`src/wmmd_pkg.sv`:
```
// Shared constants, types and register codes for the waveform min/max decimator.
`default_nettype none

package wmmd_pkg;

   // Sample and geometry limits
   localparam int SAMPLE_BITS    = 16;
   localparam int SCALE_SHIFT    = SAMPLE_BITS - 1;
   localparam int MAX_COLUMNS    = 4096;
   localparam int COLUMN_BITS    = $clog2(MAX_COLUMNS);
   localparam int COUNT_BITS     = COLUMN_BITS + 1;
   localparam int FRAME_BITS     = 32;
   localparam int CHANNEL_BITS   = 4;
   localparam int MAX_CHANNELS   = 8;
   localparam int CHAN_POS_BITS  = $clog2(MAX_CHANNELS);
   localparam int HEIGHT_BITS    = 12;
   localparam int MIN_HALF       = 2;
   localparam int MAX_HALF       = 2048;

   // Register reset values
   localparam int RESET_COLUMNS  = 640;
   localparam int RESET_FRAMES   = 1;
   localparam int RESET_CHANNELS = 1;
   localparam int RESET_HALF     = 80;

   // Control port
   localparam int CSR_DATA_BITS  = 32;
   localparam int CSR_INDEX_BITS = 2;

   typedef enum logic [CSR_INDEX_BITS-1:0] {
      REG_COLUMN_COUNT  = 2'd0,
      REG_FRAME_TOTAL   = 2'd1,
      REG_CHANNEL_COUNT = 2'd2,
      REG_HALF_HEIGHT   = 2'd3
   } reg_index_type;

   // Column bursts and the queue between sequencer and row mapper
   localparam int RESULT_LIMIT   = 64;
   localparam int BURST_BITS     = $clog2(RESULT_LIMIT) + 1;
   localparam int QUEUE_DEPTH    = 4;
   localparam int QUEUE_PTR_BITS = $clog2(QUEUE_DEPTH);

   // Divider step counter
   localparam int DIV_STEP_BITS  = $clog2(FRAME_BITS) + 1;

   typedef logic signed [SAMPLE_BITS-1:0] sample_type;

   localparam sample_type SAMPLE_MAX = {1'b0, {(SAMPLE_BITS-1){1'b1}}};
   localparam sample_type SAMPLE_MIN = {1'b1, {(SAMPLE_BITS-1){1'b0}}};

   typedef struct packed {
      logic [COUNT_BITS-1:0]   column_count;
      logic [FRAME_BITS-1:0]   frame_total;
      logic [CHANNEL_BITS-1:0] channel_count;
      logic [HEIGHT_BITS-1:0]  half_height;
   } config_type;

   typedef struct packed {
      logic                   busy;
      logic [FRAME_BITS-1:0]  quotient;
      logic [COLUMN_BITS-1:0] remainder;
   } div_status_type;

   typedef struct packed {
      logic [COLUMN_BITS-1:0] column;
      logic                   last;
      sample_type             peak_max;
      sample_type             peak_min;
   } column_entry_type;

endpackage

`default_nettype wire

```
`src/wmmd_div.sv`:
```
// Restoring divider, one quotient bit per cycle: frame total over column count.
`default_nettype none

module wmmd_div
   import wmmd_pkg::*;
(
   input  wire logic                  clock,
   input  wire logic                  reset,
   input  wire logic                  start,
   input  wire logic [FRAME_BITS-1:0] dividend,
   input  wire logic [COUNT_BITS-1:0] divisor,
   output div_status_type             status
);

   logic                     busy_ff, busy_in;
   logic [DIV_STEP_BITS-1:0] step_ff, step_in;
   logic [FRAME_BITS-1:0]    quot_ff, quot_in;
   logic [COLUMN_BITS-1:0]   rem_ff, rem_in;

   logic [COUNT_BITS-1:0]    trial;
   logic                     fits;
   logic [COUNT_BITS-1:0]    trial_diff;

   // Shift in the next dividend bit and try the subtract
   assign trial      = {rem_ff, quot_ff[FRAME_BITS-1]};
   assign fits       = trial >= divisor;
   assign trial_diff = trial - divisor;

   always_comb begin
      busy_in = busy_ff;
      step_in = step_ff;
      quot_in = quot_ff;
      rem_in  = rem_ff;
      if (start) begin
         busy_in = 1'b1;
         step_in = DIV_STEP_BITS'(FRAME_BITS);
         quot_in = dividend;
         rem_in  = '0;
      end else if (busy_ff) begin
         quot_in = {quot_ff[FRAME_BITS-2:0], fits};
         rem_in  = fits ? trial_diff[COLUMN_BITS-1:0] : trial[COLUMN_BITS-1:0];
         step_in = step_ff - 1'b1;
         if (step_ff == DIV_STEP_BITS'(1)) begin
            busy_in = 1'b0;
         end
      end
   end

   always_ff @(posedge clock) begin
      if (reset) begin
         busy_ff <= 1'b0;
         step_ff <= '0;
      end else begin
         busy_ff <= busy_in;
         step_ff <= step_in;
      end
      quot_ff <= quot_in;
      rem_ff  <= rem_in;
   end

   assign status.busy      = busy_ff;
   assign status.quotient  = quot_ff;
   assign status.remainder = rem_ff;

endmodule

`default_nettype wire

```
`src/wmmd_front.sv`:
```
// Front sequencer: takes samples, tracks extremes and frames, issues closed columns.
`default_nettype none

module wmmd_front
   import wmmd_pkg::*;
(
   input  wire logic       clock,
   input  wire logic       reset,
   input  wire logic       restart,
   input  wire config_type cfg,
   input  wire logic       req_valid,
   output logic            req_stall,
   input  wire sample_type req_sample,
   output logic            div_start,
   input  wire div_status_type div,
   output logic            push_valid,
   output column_entry_type push_entry,
   input  wire logic       queue_full
);

   typedef enum logic [1:0] {
      ST_INIT,
      ST_PREP,
      ST_RUN,
      ST_EMIT
   } state_type;

   state_type               state_ff, state_in;
   logic [CHAN_POS_BITS-1:0] chan_ff, chan_in;
   logic [FRAME_BITS-1:0]   frame_ff, frame_in;
   logic [COUNT_BITS-1:0]   col_ff, col_in;
   logic [FRAME_BITS-1:0]   qnext_ff, qnext_in;
   logic [COLUMN_BITS-1:0]  rnext_ff, rnext_in;
   logic [FRAME_BITS-1:0]   end_ff, end_in;
   logic [BURST_BITS-1:0]   burst_ff, burst_in;
   sample_type              vmin_ff, vmin_in;
   sample_type              vmax_ff, vmax_in;

   logic                    accept;
   logic                    cols_left;
   logic                    due;
   logic                    take;
   logic                    frame_wrap;
   logic [FRAME_BITS-1:0]   frame_next;
   logic                    due_next;
   logic [COUNT_BITS-1:0]   rem_sum;
   logic                    carry;
   logic [COUNT_BITS-1:0]   rem_wrapped;
   logic [FRAME_BITS-1:0]   q_advance;

   // Column bookkeeping from registered state
   assign cols_left = col_ff < cfg.column_count;
   assign due       = cols_left && (cfg.frame_total != '0) && (end_ff <= frame_ff);
   assign accept    = req_valid && (state_ff == ST_RUN);
   assign req_stall = state_ff != ST_RUN;

   // Sample intake and frame count
   assign take       = accept && !due && cols_left && (frame_ff < cfg.frame_total);
   assign frame_wrap = ({1'b0, chan_ff} + CHANNEL_BITS'(1)) >= cfg.channel_count;
   assign frame_next = (take && frame_wrap) ? frame_ff + 1'b1 : frame_ff;
   assign due_next   = cols_left && (cfg.frame_total != '0) && (end_ff <= frame_next);

   // Next column boundary, exact floor((x+1)*F/W) kept as quotient and remainder
   assign rem_sum     = {1'b0, rnext_ff} + {1'b0, div.remainder};
   assign carry       = rem_sum >= cfg.column_count;
   assign rem_wrapped = rem_sum - cfg.column_count;
   assign q_advance   = qnext_ff + div.quotient + FRAME_BITS'(carry);

   // Closed column as handed to the row mapper
   assign push_entry.column   = col_ff[COLUMN_BITS-1:0];
   assign push_entry.last     = col_ff == (cfg.column_count - 1'b1);
   assign push_entry.peak_max = vmax_ff;
   assign push_entry.peak_min = vmin_ff;

   always_comb begin
      state_in   = state_ff;
      chan_in    = chan_ff;
      frame_in   = frame_ff;
      col_in     = col_ff;
      qnext_in   = qnext_ff;
      rnext_in   = rnext_ff;
      end_in     = end_ff;
      burst_in   = burst_ff;
      vmin_in    = vmin_ff;
      vmax_in    = vmax_ff;
      div_start  = 1'b0;
      push_valid = 1'b0;

      unique case (state_ff)
         ST_INIT: begin
            // restart the stream and launch the boundary division
            div_start = 1'b1;
            chan_in   = '0;
            frame_in  = '0;
            col_in    = '0;
            burst_in  = '0;
            vmin_in   = SAMPLE_MAX;
            vmax_in   = SAMPLE_MIN;
            state_in  = ST_PREP;
         end
         ST_PREP: begin
            // load the end of column zero once the quotient is ready
            if (!div.busy) begin
               qnext_in = div.quotient;
               rnext_in = div.remainder;
               end_in   = (div.quotient == '0) ? FRAME_BITS'(1) : div.quotient;
               state_in = ST_RUN;
            end
         end
         ST_RUN: begin
            if (accept) begin
               if (take) begin
                  if (req_sample < vmin_ff) vmin_in = req_sample;
                  if (req_sample > vmax_ff) vmax_in = req_sample;
                  chan_in  = frame_wrap ? '0 : chan_ff + 1'b1;
                  frame_in = frame_next;
               end
               if (due_next) begin
                  burst_in = '0;
                  state_in = ST_EMIT;
               end
            end
         end
         ST_EMIT: begin
            if (!due) begin
               // burst done: drop the extremes
               vmin_in  = SAMPLE_MAX;
               vmax_in  = SAMPLE_MIN;
               state_in = ST_RUN;
            end else if (burst_ff == BURST_BITS'(RESULT_LIMIT)) begin
               // hold extremes, the next request resumes the burst
               state_in = ST_RUN;
            end else if (!queue_full) begin
               push_valid = 1'b1;
               col_in     = col_ff + 1'b1;
               qnext_in   = q_advance;
               rnext_in   = carry ? rem_wrapped[COLUMN_BITS-1:0] : rem_sum[COLUMN_BITS-1:0];
               end_in     = ((div.quotient == '0) && !carry) ? qnext_ff + 1'b1 : q_advance;
               burst_in   = burst_ff + 1'b1;
            end
         end
         default: begin
            state_in = ST_INIT;
         end
      endcase

      if (restart) begin
         state_in = ST_INIT;
      end
   end

   always_ff @(posedge clock) begin
      if (reset) begin
         state_ff <= ST_INIT;
         chan_ff  <= '0;
         frame_ff <= '0;
         col_ff   <= '0;
         burst_ff <= '0;
      end else begin
         state_ff <= state_in;
         chan_ff  <= chan_in;
         frame_ff <= frame_in;
         col_ff   <= col_in;
         burst_ff <= burst_in;
      end
      qnext_ff <= qnext_in;
      rnext_ff <= rnext_in;
      end_ff   <= end_in;
      vmin_ff  <= vmin_in;
      vmax_ff  <= vmax_in;
   end

endmodule

`default_nettype wire

```
`src/wmmd_back.sv`:
```
// Back end: column queue, row mapping pipeline and result output register.
`default_nettype none

module wmmd_back
   import wmmd_pkg::*;
(
   input  wire logic                   clock,
   input  wire logic                   reset,
   input  wire logic [HEIGHT_BITS-1:0] half_height,
   input  wire logic                   push_valid,
   input  wire column_entry_type       push_entry,
   output logic                        queue_full,
   output logic                        rsp_valid,
   input  wire logic                   rsp_stall,
   output logic [COLUMN_BITS-1:0]      rsp_column,
   output logic [HEIGHT_BITS-1:0]      rsp_row_top,
   output logic [HEIGHT_BITS-1:0]      rsp_row_bottom,
   output logic                        rsp_last_column
);

   localparam int PROD_BITS = SAMPLE_BITS + HEIGHT_BITS + 1;

   // Queue storage
   column_entry_type            queue_ff [QUEUE_DEPTH];
   logic [QUEUE_PTR_BITS-1:0]   wr_ptr_ff, wr_ptr_in;
   logic [QUEUE_PTR_BITS-1:0]   rd_ptr_ff, rd_ptr_in;
   logic [QUEUE_PTR_BITS:0]     level_ff, level_in;

   // Multiply stage
   logic                        m_valid_ff, m_valid_in;
   logic [COLUMN_BITS-1:0]      m_column_ff;
   logic                        m_last_ff;
   logic signed [PROD_BITS-1:0] m_prod_max_ff, m_prod_min_ff;

   // Output stage
   logic                        o_valid_ff, o_valid_in;
   logic [COLUMN_BITS-1:0]      o_column_ff;
   logic                        o_last_ff;
   logic [HEIGHT_BITS-1:0]      o_top_ff, o_bottom_ff;

   column_entry_type            head;
   logic                        o_ready;
   logic                        m_ready;
   logic                        pop;
   logic [HEIGHT_BITS-1:0]      scale;
   logic signed [HEIGHT_BITS:0] scale_s;
   logic signed [PROD_BITS-1:0] prod_max, prod_min;
   logic [HEIGHT_BITS-1:0]      row_top, row_bottom;

   // mid minus the product scaled down with truncation toward zero
   function automatic logic [HEIGHT_BITS-1:0] to_row(
      input logic signed [PROD_BITS-1:0] prod,
      input logic [HEIGHT_BITS-1:0]      mid
   );
      logic signed [PROD_BITS-1:0] bias;
      logic signed [PROD_BITS-1:0] quot;
      bias = prod[PROD_BITS-1] ? PROD_BITS'((1 << SCALE_SHIFT) - 1) : '0;
      quot = (prod + bias) >>> SCALE_SHIFT;
      return mid - quot[HEIGHT_BITS-1:0];
   endfunction

   // Pipeline handshake
   assign o_ready    = !o_valid_ff || !rsp_stall;
   assign m_ready    = !m_valid_ff || o_ready;
   assign pop        = (level_ff != '0) && m_ready;
   assign queue_full = level_ff == (QUEUE_PTR_BITS+1)'(QUEUE_DEPTH);
   assign head       = queue_ff[rd_ptr_ff];

   // Queue pointers and fill level
   always_comb begin
      wr_ptr_in = push_valid ? wr_ptr_ff + 1'b1 : wr_ptr_ff;
      rd_ptr_in = pop ? rd_ptr_ff + 1'b1 : rd_ptr_ff;
      level_in  = level_ff + (QUEUE_PTR_BITS+1)'(push_valid) - (QUEUE_PTR_BITS+1)'(pop);
   end

   // Scale both extremes by mid - 2
   assign scale    = half_height - HEIGHT_BITS'(MIN_HALF);
   assign scale_s  = {1'b0, scale};
   assign prod_max = PROD_BITS'($signed(head.peak_max) * scale_s);
   assign prod_min = PROD_BITS'($signed(head.peak_min) * scale_s);

   assign row_top    = to_row(m_prod_max_ff, half_height);
   assign row_bottom = to_row(m_prod_min_ff, half_height);

   always_comb begin
      m_valid_in = m_ready ? pop : m_valid_ff;
      o_valid_in = o_ready ? m_valid_ff : o_valid_ff;
   end

   always_ff @(posedge clock) begin
      if (reset) begin
         wr_ptr_ff  <= '0;
         rd_ptr_ff  <= '0;
         level_ff   <= '0;
         m_valid_ff <= 1'b0;
         o_valid_ff <= 1'b0;
      end else begin
         wr_ptr_ff  <= wr_ptr_in;
         rd_ptr_ff  <= rd_ptr_in;
         level_ff   <= level_in;
         m_valid_ff <= m_valid_in;
         o_valid_ff <= o_valid_in;
      end
      if (push_valid) begin
         queue_ff[wr_ptr_ff] <= push_entry;
      end
      if (m_ready) begin
         m_column_ff   <= head.column;
         m_last_ff     <= head.last;
         m_prod_max_ff <= prod_max;
         m_prod_min_ff <= prod_min;
      end
      if (o_ready) begin
         o_column_ff <= m_column_ff;
         o_last_ff   <= m_last_ff;
         o_top_ff    <= row_top;
         o_bottom_ff <= row_bottom;
      end
   end

   assign rsp_valid       = o_valid_ff;
   assign rsp_column      = o_column_ff;
   assign rsp_row_top     = o_top_ff;
   assign rsp_row_bottom  = o_bottom_ff;
   assign rsp_last_column = o_last_ff;

endmodule

`default_nettype wire

```
`src/waveform_min_max_decimator_top.sv`:
```
// Top level of the waveform min/max decimator: control registers and block wiring.
//
//   Channel  Direction  Handshake             Payload
//   req      in         req_valid/req_stall   req_sample
//   rsp      out        rsp_valid/rsp_stall   rsp_column, rsp_row_top, rsp_row_bottom,
//                                             rsp_last_column
//   csr      in         csr_we                csr_index, csr_wdata
//
// A sample that closes no column leaves req_stall low; one that closes k columns (at
// most 64 per request) holds req_stall while they are issued, one column per cycle
// while the queue has room. Columns still due after 64 go out on the next request,
// which is dropped. Issued columns pass the queue, the multiply and output registers.
// After reset or any register write, the serial divider first splits the frame total
// over the columns; a full four-entry queue or a stalled output holds issue.
`default_nettype none

module waveform_min_max_decimator_top
   import wmmd_pkg::*;
(
   input  wire logic                      clock,
   input  wire logic                      reset,
   input  wire logic                      req_valid,
   output logic                           req_stall,
   input  wire logic [SAMPLE_BITS-1:0]    req_sample,
   output logic                           rsp_valid,
   input  wire logic                      rsp_stall,
   output logic [COLUMN_BITS-1:0]         rsp_column,
   output logic [HEIGHT_BITS-1:0]         rsp_row_top,
   output logic [HEIGHT_BITS-1:0]         rsp_row_bottom,
   output logic                           rsp_last_column,
   input  wire logic                      csr_we,
   input  wire logic [CSR_INDEX_BITS-1:0] csr_index,
   input  wire logic [CSR_DATA_BITS-1:0]  csr_wdata
);

   config_type              cfg_ff, cfg_in;
   logic [COUNT_BITS-1:0]   col_raw;
   logic [CHANNEL_BITS-1:0] chan_raw;
   logic [HEIGHT_BITS-1:0]  half_raw;

   logic                    div_start;
   div_status_type          div_status;
   logic                    push_valid;
   column_entry_type        push_entry;
   logic                    queue_full;

   // Clamp register writes into their legal ranges
   assign col_raw  = csr_wdata[COUNT_BITS-1:0];
   assign chan_raw = csr_wdata[CHANNEL_BITS-1:0];
   assign half_raw = csr_wdata[HEIGHT_BITS-1:0];

   always_comb begin
      cfg_in = cfg_ff;
      if (csr_we) begin
         unique case (reg_index_type'(csr_index))
            REG_COLUMN_COUNT: begin
               if (col_raw == '0) begin
                  cfg_in.column_count = COUNT_BITS'(1);
               end else if (col_raw > COUNT_BITS'(MAX_COLUMNS)) begin
                  cfg_in.column_count = COUNT_BITS'(MAX_COLUMNS);
               end else begin
                  cfg_in.column_count = col_raw;
               end
            end
            REG_FRAME_TOTAL: begin
               cfg_in.frame_total = csr_wdata[FRAME_BITS-1:0];
            end
            REG_CHANNEL_COUNT: begin
               if (chan_raw == '0) begin
                  cfg_in.channel_count = CHANNEL_BITS'(1);
               end else if (chan_raw > CHANNEL_BITS'(MAX_CHANNELS)) begin
                  cfg_in.channel_count = CHANNEL_BITS'(MAX_CHANNELS);
               end else begin
                  cfg_in.channel_count = chan_raw;
               end
            end
            REG_HALF_HEIGHT: begin
               if (half_raw < HEIGHT_BITS'(MIN_HALF)) begin
                  cfg_in.half_height = HEIGHT_BITS'(MIN_HALF);
               end else if (half_raw > HEIGHT_BITS'(MAX_HALF)) begin
                  cfg_in.half_height = HEIGHT_BITS'(MAX_HALF);
               end else begin
                  cfg_in.half_height = half_raw;
               end
            end
            default: begin
               cfg_in = cfg_ff;
            end
         endcase
      end
   end

   always_ff @(posedge clock) begin
      if (reset) begin
         cfg_ff.column_count  <= COUNT_BITS'(RESET_COLUMNS);
         cfg_ff.frame_total   <= FRAME_BITS'(RESET_FRAMES);
         cfg_ff.channel_count <= CHANNEL_BITS'(RESET_CHANNELS);
         cfg_ff.half_height   <= HEIGHT_BITS'(RESET_HALF);
      end else begin
         cfg_ff <= cfg_in;
      end
   end

   // Column boundary divider
   wmmd_div u_div (
      .clock    (clock),
      .reset    (reset),
      .start    (div_start),
      .dividend (cfg_ff.frame_total),
      .divisor  (cfg_ff.column_count),
      .status   (div_status)
   );

   // Sample intake and column sequencing; any register write restarts the stream
   wmmd_front u_front (
      .clock      (clock),
      .reset      (reset),
      .restart    (csr_we),
      .cfg        (cfg_ff),
      .req_valid  (req_valid),
      .req_stall  (req_stall),
      .req_sample (sample_type'(req_sample)),
      .div_start  (div_start),
      .div        (div_status),
      .push_valid (push_valid),
      .push_entry (push_entry),
      .queue_full (queue_full)
   );

   // Row mapping and result delivery
   wmmd_back u_back (
      .clock           (clock),
      .reset           (reset),
      .half_height     (cfg_ff.half_height),
      .push_valid      (push_valid),
      .push_entry      (push_entry),
      .queue_full      (queue_full),
      .rsp_valid       (rsp_valid),
      .rsp_stall       (rsp_stall),
      .rsp_column      (rsp_column),
      .rsp_row_top     (rsp_row_top),
      .rsp_row_bottom  (rsp_row_bottom),
      .rsp_last_column (rsp_last_column)
   );

endmodule

`default_nettype wire

```
`config.mk`:
```
export PLATFORM = sky130hd
export DESIGN_NAME = waveform_min_max_decimator_top
export DESIGN_NICKNAME = d
export VERILOG_FILES = /design/src/wmmd_pkg.sv /design/src/wmmd_div.sv /design/src/wmmd_front.sv /design/src/wmmd_back.sv /design/src/waveform_min_max_decimator_top.sv
export SDC_FILE = /design/constraint.sdc
export NUM_CORES = 2
export LEC_CHECK = 0
export ABC_CLOCK_PERIOD_IN_PS = 14250
export BUFFER_PORTS_ARGS = -buffer_cell sky130_fd_sc_hd__buf_2
export CORE_MARGIN = 3
export CORE_UTILIZATION = 35
export CTS_CLUSTER_DIAMETER = 30
export DETAILED_ROUTE_END_ITERATION = 16
export PLACE_DENSITY_LB_ADDON = 0.05
export RECOVER_POWER = 50
export SLEW_MARGIN = 20
export SYNTH_ARGS = -nofsm -noshare
export SYNTH_HDL_FRONTEND = slang
export SYNTH_SLANG_ARGS = --single-unit
```
`constraint.sdc`:
```
create_clock -name clock -period 14.25 [get_ports clock]
set_input_delay 2.85 -clock clock [delete_from_list [all_inputs] [get_ports clock]]
set_output_delay 2.85 -clock clock [all_outputs]
set_load 0.01 [all_outputs]
```
# After elaboration in Yosys (flattened, before gate mapping)
# Memory sizes are Yosys's and may differ from the RTL's. A register that Yosys moved wholly into a read port is not among the register bits.
# Index checks and enable logic that the tools add are counted.
[totals]
register_bits = 394
latchBits = 0
mem_bits_rw = 180
rom_bits = 0
inputBits = 55
output_inout_bits = 39
mem_count = 1
[op_classes]
addsub = 22
n_mul = 2
div = 0
magnitude_cmp = 13
eq_ne = 22
shift = 0
n_mux = 77
bitwise_logic = 0
n_reduce_logical = 42
[memory_table]
columns = ["memory", "depth", "width", "read_ports", "rd_clocked_by_memory_dff", "wr", "line", "text"]
rows = [
  ["u_back.queue_ff", 4, 45, 1, 1, 1, "wmmd_back.sv:24", "column_entry_type queue_ff [QUEUE_DEPTH];"],
]
[op_table]
columns = ["operator", "count"]
rows = [
  ["two-way mux 32 bit", 15],
  ["case mux 32 bit (2 select lines)", 3],
  ["two-way mux 16 bit", 8],
  ["two-way mux 12 bit", 8],
  ["case mux 16 bit (3 select lines)", 2],
  ["two-way mux 13 bit", 5],
  ["adder 32 x 1 -> 32 bit (second input constant)", 2],
  ["<= comparator 32 bit", 2],
  ["multiplier 16 x 13 -> 29 bit", 2],
  ["adder 27 bit", 2],
  ["subtractor 12 bit", 4],
  ["two-way mux 7 bit", 5],
  ["adder 32 x 1 -> 32 bit", 1],
  ["adder 32 bit", 1],
  ["zero test 32 bit", 1],
  ["less-than comparator 32 bit", 1],
  ["nonzero test 32 bit", 1],
  ["two-way mux 15 bit", 2],
  [">= comparator 13 bit", 2],
  ["case mux 13 bit (2 select lines)", 1],
  ["case mux 12 bit (2 select lines)", 1],
  ["case mux 7 bit (3 select lines)", 1],
  ["greater-than comparator 16 bit", 1],
  ["less-than comparator 16 bit", 1],
  ["47 further kinds", 106],
]

# Logic depth before layout (Yosys ltp)
[logic_depth]
word_depth = 14
depth_mapped = 29

# Modules after synthesis
# From an unflattened synthesis, not the netlist that was laid out.
[hier_totals]
hier_cells = 4665
area_unflattened_um2 = 46898.7
[by_module_without_submodules]
columns = ["module", "instances", "cells_each", "area_each_um2", "seq_area_each_um2"]
rows = [
  ["wmmd_back", 1, 2336, 26609.3, 8808.4],
  ["wmmd_front", 1, 1794, 15107.0, 4384.2],
  ["wmmd_div", 1, 264, 2896.5, 1341.3],
  ["waveform_min_max_decimator_top", 1, 271, 2285.9, 1221.2],
]

# Least setup slack after synthesis
# Ideal clock, no wire load.
[synth_path]
kind = "register to register"
startpoint = "reg, netlist name cfg_ff[1]"
endpoint = "reg u_back.m_prod_min_ff[28], data pin"
setup_ns = 0.260
arrival_time_ns = 7.482
required_ns = 13.990
path_slack_ns = 6.508
path_stages_with_launch = 29
period_less_slack_ns = 7.742
cell_sequence = "dfxtp_1 inv_1 clkbuf_1 clkbuf_1 ha_1 nand3b_1 or3_1 xnor2_1 clkbuf_1 nand2_1 fa_1 fa_1 inv_1 fa_1 inv_1 fa_1 inv_1 fa_1 ha_1 a21o_1 a21o_1 a21oi_1 a2bb2oi_1 o21ai_0 or4_1 a311oi_1 o21bai_1 a21oi_1 xnor2_1"
[synth_via]
elab_chain_len = 2
[synth_rtl]
columns = ["item", "line", "text"]
rows = [
  ["subtractor 12 x 2 -> 12 bit", "wmmd_back.sv:77", "assign scale = half_height - HEIGHT_BITS'(MIN_HALF);"],
  ["multiplier 16 x 13 -> 29 bit", "wmmd_back.sv:80", "assign prod_min = PROD_BITS'($signed(head.peak_min) * scale_s);"],
  ["net u_back.prod_min[28]", "wmmd_back.sv:47", "logic signed [PROD_BITS-1:0] prod_max, prod_min;"],
  ["end signal: assignment", "wmmd_back.sv:111", "m_prod_min_ff <= prod_min;"],
  ["end: declaration", "wmmd_back.sv:33", "logic signed [PROD_BITS-1:0] m_prod_max_ff, m_prod_min_ff;"],
]
# The timed path passes the listed nets, and every way through them passes these cells.
# A chain may end at the register's enable or synchronous reset.

==> out/results.tsv <==
metric	value	unit
status	complete, but fails checks	
failing checks	capacitance limit, slew limit	
vias in the first global route	34100	
final hold slack	416	ps
RSZ-0062 raised after global routing	false	
first-pass GRT wire length	206000	um
Pre-antenna DRT Iters	5	
largest net degree at the start of global routing	62	
final setup fails	0	
area grow syn2layout	18.3	%
drt wl/cell	20.1	um
clock skew	54.4	ps
max-cap check violation count	9	
Main synth FF type	edfxtp_1	
post-synthesis instance total	4555	
Mapped Area	0.0460	sq mm
Worst Path Max Fanout	44	
post-CTS sizing	0	
Worst Setup Start Kind	flip-flop	
Final Hold Viols	0	
setup repair bufs after CTS	0	
core footprint	0.130	sq mm
Worst-path clk slew	40	ps
H-tree depth	4	
die height	368	um
TritonCTS clock tree	built	
GPL Wtd Cong	0.840	
slew margin rel.	-1.00	
Post-synth EDFFs	426	
post-detail-place hpwl	100000	um
sequential area share after synthesis	0.343	
worst hold path type	flip-flop to flip-flop	
fmax	0.113	GHz
final wirelength	133000	um
Syn Area/Cell	10.1	sq um
cell row count	132	
Starting DRT DRC Count	1955	
hold buffers post-CTS	0	
crit share post-route	0.623	
commonest non-fill, non-tap cell in the layout	inv_1	
Setup CP Type	flip-flop to flip-flop	
ys async rst share	0	
Worst Max-Slew Pin Slew	3000	ps
final net count	5545	
top cell type's share of synthesized area	0.278	
#FFs+latches synth	574	
Layout Utilization	0.418	
share of layout cells above drive strength 1	0.0986	
Post-DRT Antenna Nets	0	
min Tclk post-route	8880	ps
Die Wd	368	um
Max Slew Vio Count	393	
post-synth top area cell	edfxtp_1	
initial antenna violation count	9	
TNS Setup	0	ps
Ys Warns	0	
I/O pins	94	
WP data required	14740	ps
die area	0.136	sq mm
GRT Util Overall	0.198	
worst skew pair latency	780	ps
Sink Count	574	
CP endpoint kind	flip-flop	
post-DR vias/cell	5.01	
DRC violation count after routing	0	
number of CTS-inserted buffers	170	
commonest non-fill, non-tap cells in the layout	inv_1, nand2_1, edfxtp_1	
maximum clock path buffer count	3	
CP arrival	9370	ps
port buffer count	93	
Root Driver	clkbuf_16	
Net Count, Synth	5385	
Area contributors post-synth	edfxtp_1, fa_1, ha_1	
r2r setup slk	5370	ps
grt total ovfl	0	
DR vias	33100	
Netlist cell types	92	
Starting Density	0.354	
## cell type report
class                           count  area, sq um
Antenna cell                        2         5.00
Inverter                          595         2230
Clock buffer                      219         4600
Sequential cell                   574        15800
Tap cell                         1742         2180
Fill cell                       12700        75600
Clock inverter                     96         1340
Multi-Input combinational cell   3222        27400
Timing Repair Buffer              152          817
## worst paths after layout
path | startpoint | endpoint | cells after the start
hold / removal | u_back.m_column_ff[1]$_DFFE_PN_ | u_back.rsp_column[1]$_DFFE_PP_ | 0
setup / recovery | flip-flop | u_back.m_prod_min_ff[28]$_DFFE_PN_ | 23
hold reg to reg | u_back.m_column_ff[1]$_DFFE_PN_ | u_back.rsp_column[1]$_DFFE_PP_ | 0
setup reg to reg | flip-flop | u_back.m_prod_min_ff[28]$_DFFE_PN_ | 23
## cells in the mapped netlist (61+ instances only)
library cell  count
fa_1            364
clkbuf_1        128
nand4_1          91
edfxtp_1        426
nor3_1           61
o21ai_0         186
dfxtp_1         148
nand2_1         471
xor2_1           84
ha_1            411
nor2b_1          81
xnor2_1         175
a21o_1           96
and2_1          116
a21oi_1         223
nand2b_1         72
nor2_1          255
inv_1           593
nand3_1          88
## cell families after synthesis
| logic type | synth area share |
|---|---|
| AO/OA/AOI/OAI | 0.0977 |
| adder cells (fa/ha/maj) | 0.270 |
| flip-flops | 0.343 |
| multiplexers | 0.0276 |
| XOR/XNOR | 0.0493 |
| buffers and inverters | 0.0640 |
| AND/OR/NAND/NOR | 0.148 |
## per-layer routing
metal / GRT usage / up-vias / share of wire
li1: - / 15900 / -
met1: 0.267 / 16300 / 0.46
met2: 0.323 / 591 / 0.47
met3: 0.0311 / 186 / 0.039
met4: 0.0719 / 0 / 0.033
met5: 0 / - / 0
## critical path: stages, from the launching register on
cell and delay [ps]:
dfxtp_1 1210, buf_4 760, mux4_2 770, and2_1 250, fa_1 540, inv_1 50
fa_1 470, inv_1 60, fa_1 550, inv_1 60, fa_1 520, inv_1 50
fa_1 470, ha_1 370, a21o_1 200, a21o_1 170, a21oi_1 200, a2bb2oi_1 250
o21ai_0 250, or4_1 620, a311oi_1 340, o21bai_1 120, a21oi_1 180, xnor2_1 90
## sequential cells by signal, indices dropped and copies added (netlist names), 13 cells and up, named ones only
signal	flops
u_front.col_ff	13
u_front.vmax_ff	16
u_back.queue_ff	180
cfg_ff	61
u_front.frame_ff	32
u_back.m_prod_min_ff	28
u_front.vmin_ff	16
u_div.quot_ff	32
u_front.end_ff	32
u_back.m_prod_max_ff	28
u_front.qnext_ff	32
## per-stage QoR
step | instance area, sq um | instances | setup WS (ps)
finish | 54400 | 6602 | 5370
global route | 54400 | 6601 | 4760
CTS | 54500 | 6600 | 5980
detailed placement | 48500 | 6285 | 6040
global placement | 48500 | 6285 | 6090
floorplan | 46000 | 4555 | 6510
Power is left out: the tool's default activity adds up to more than one toggle a clock period on the data nets, which glitch-free logic cannot reach.
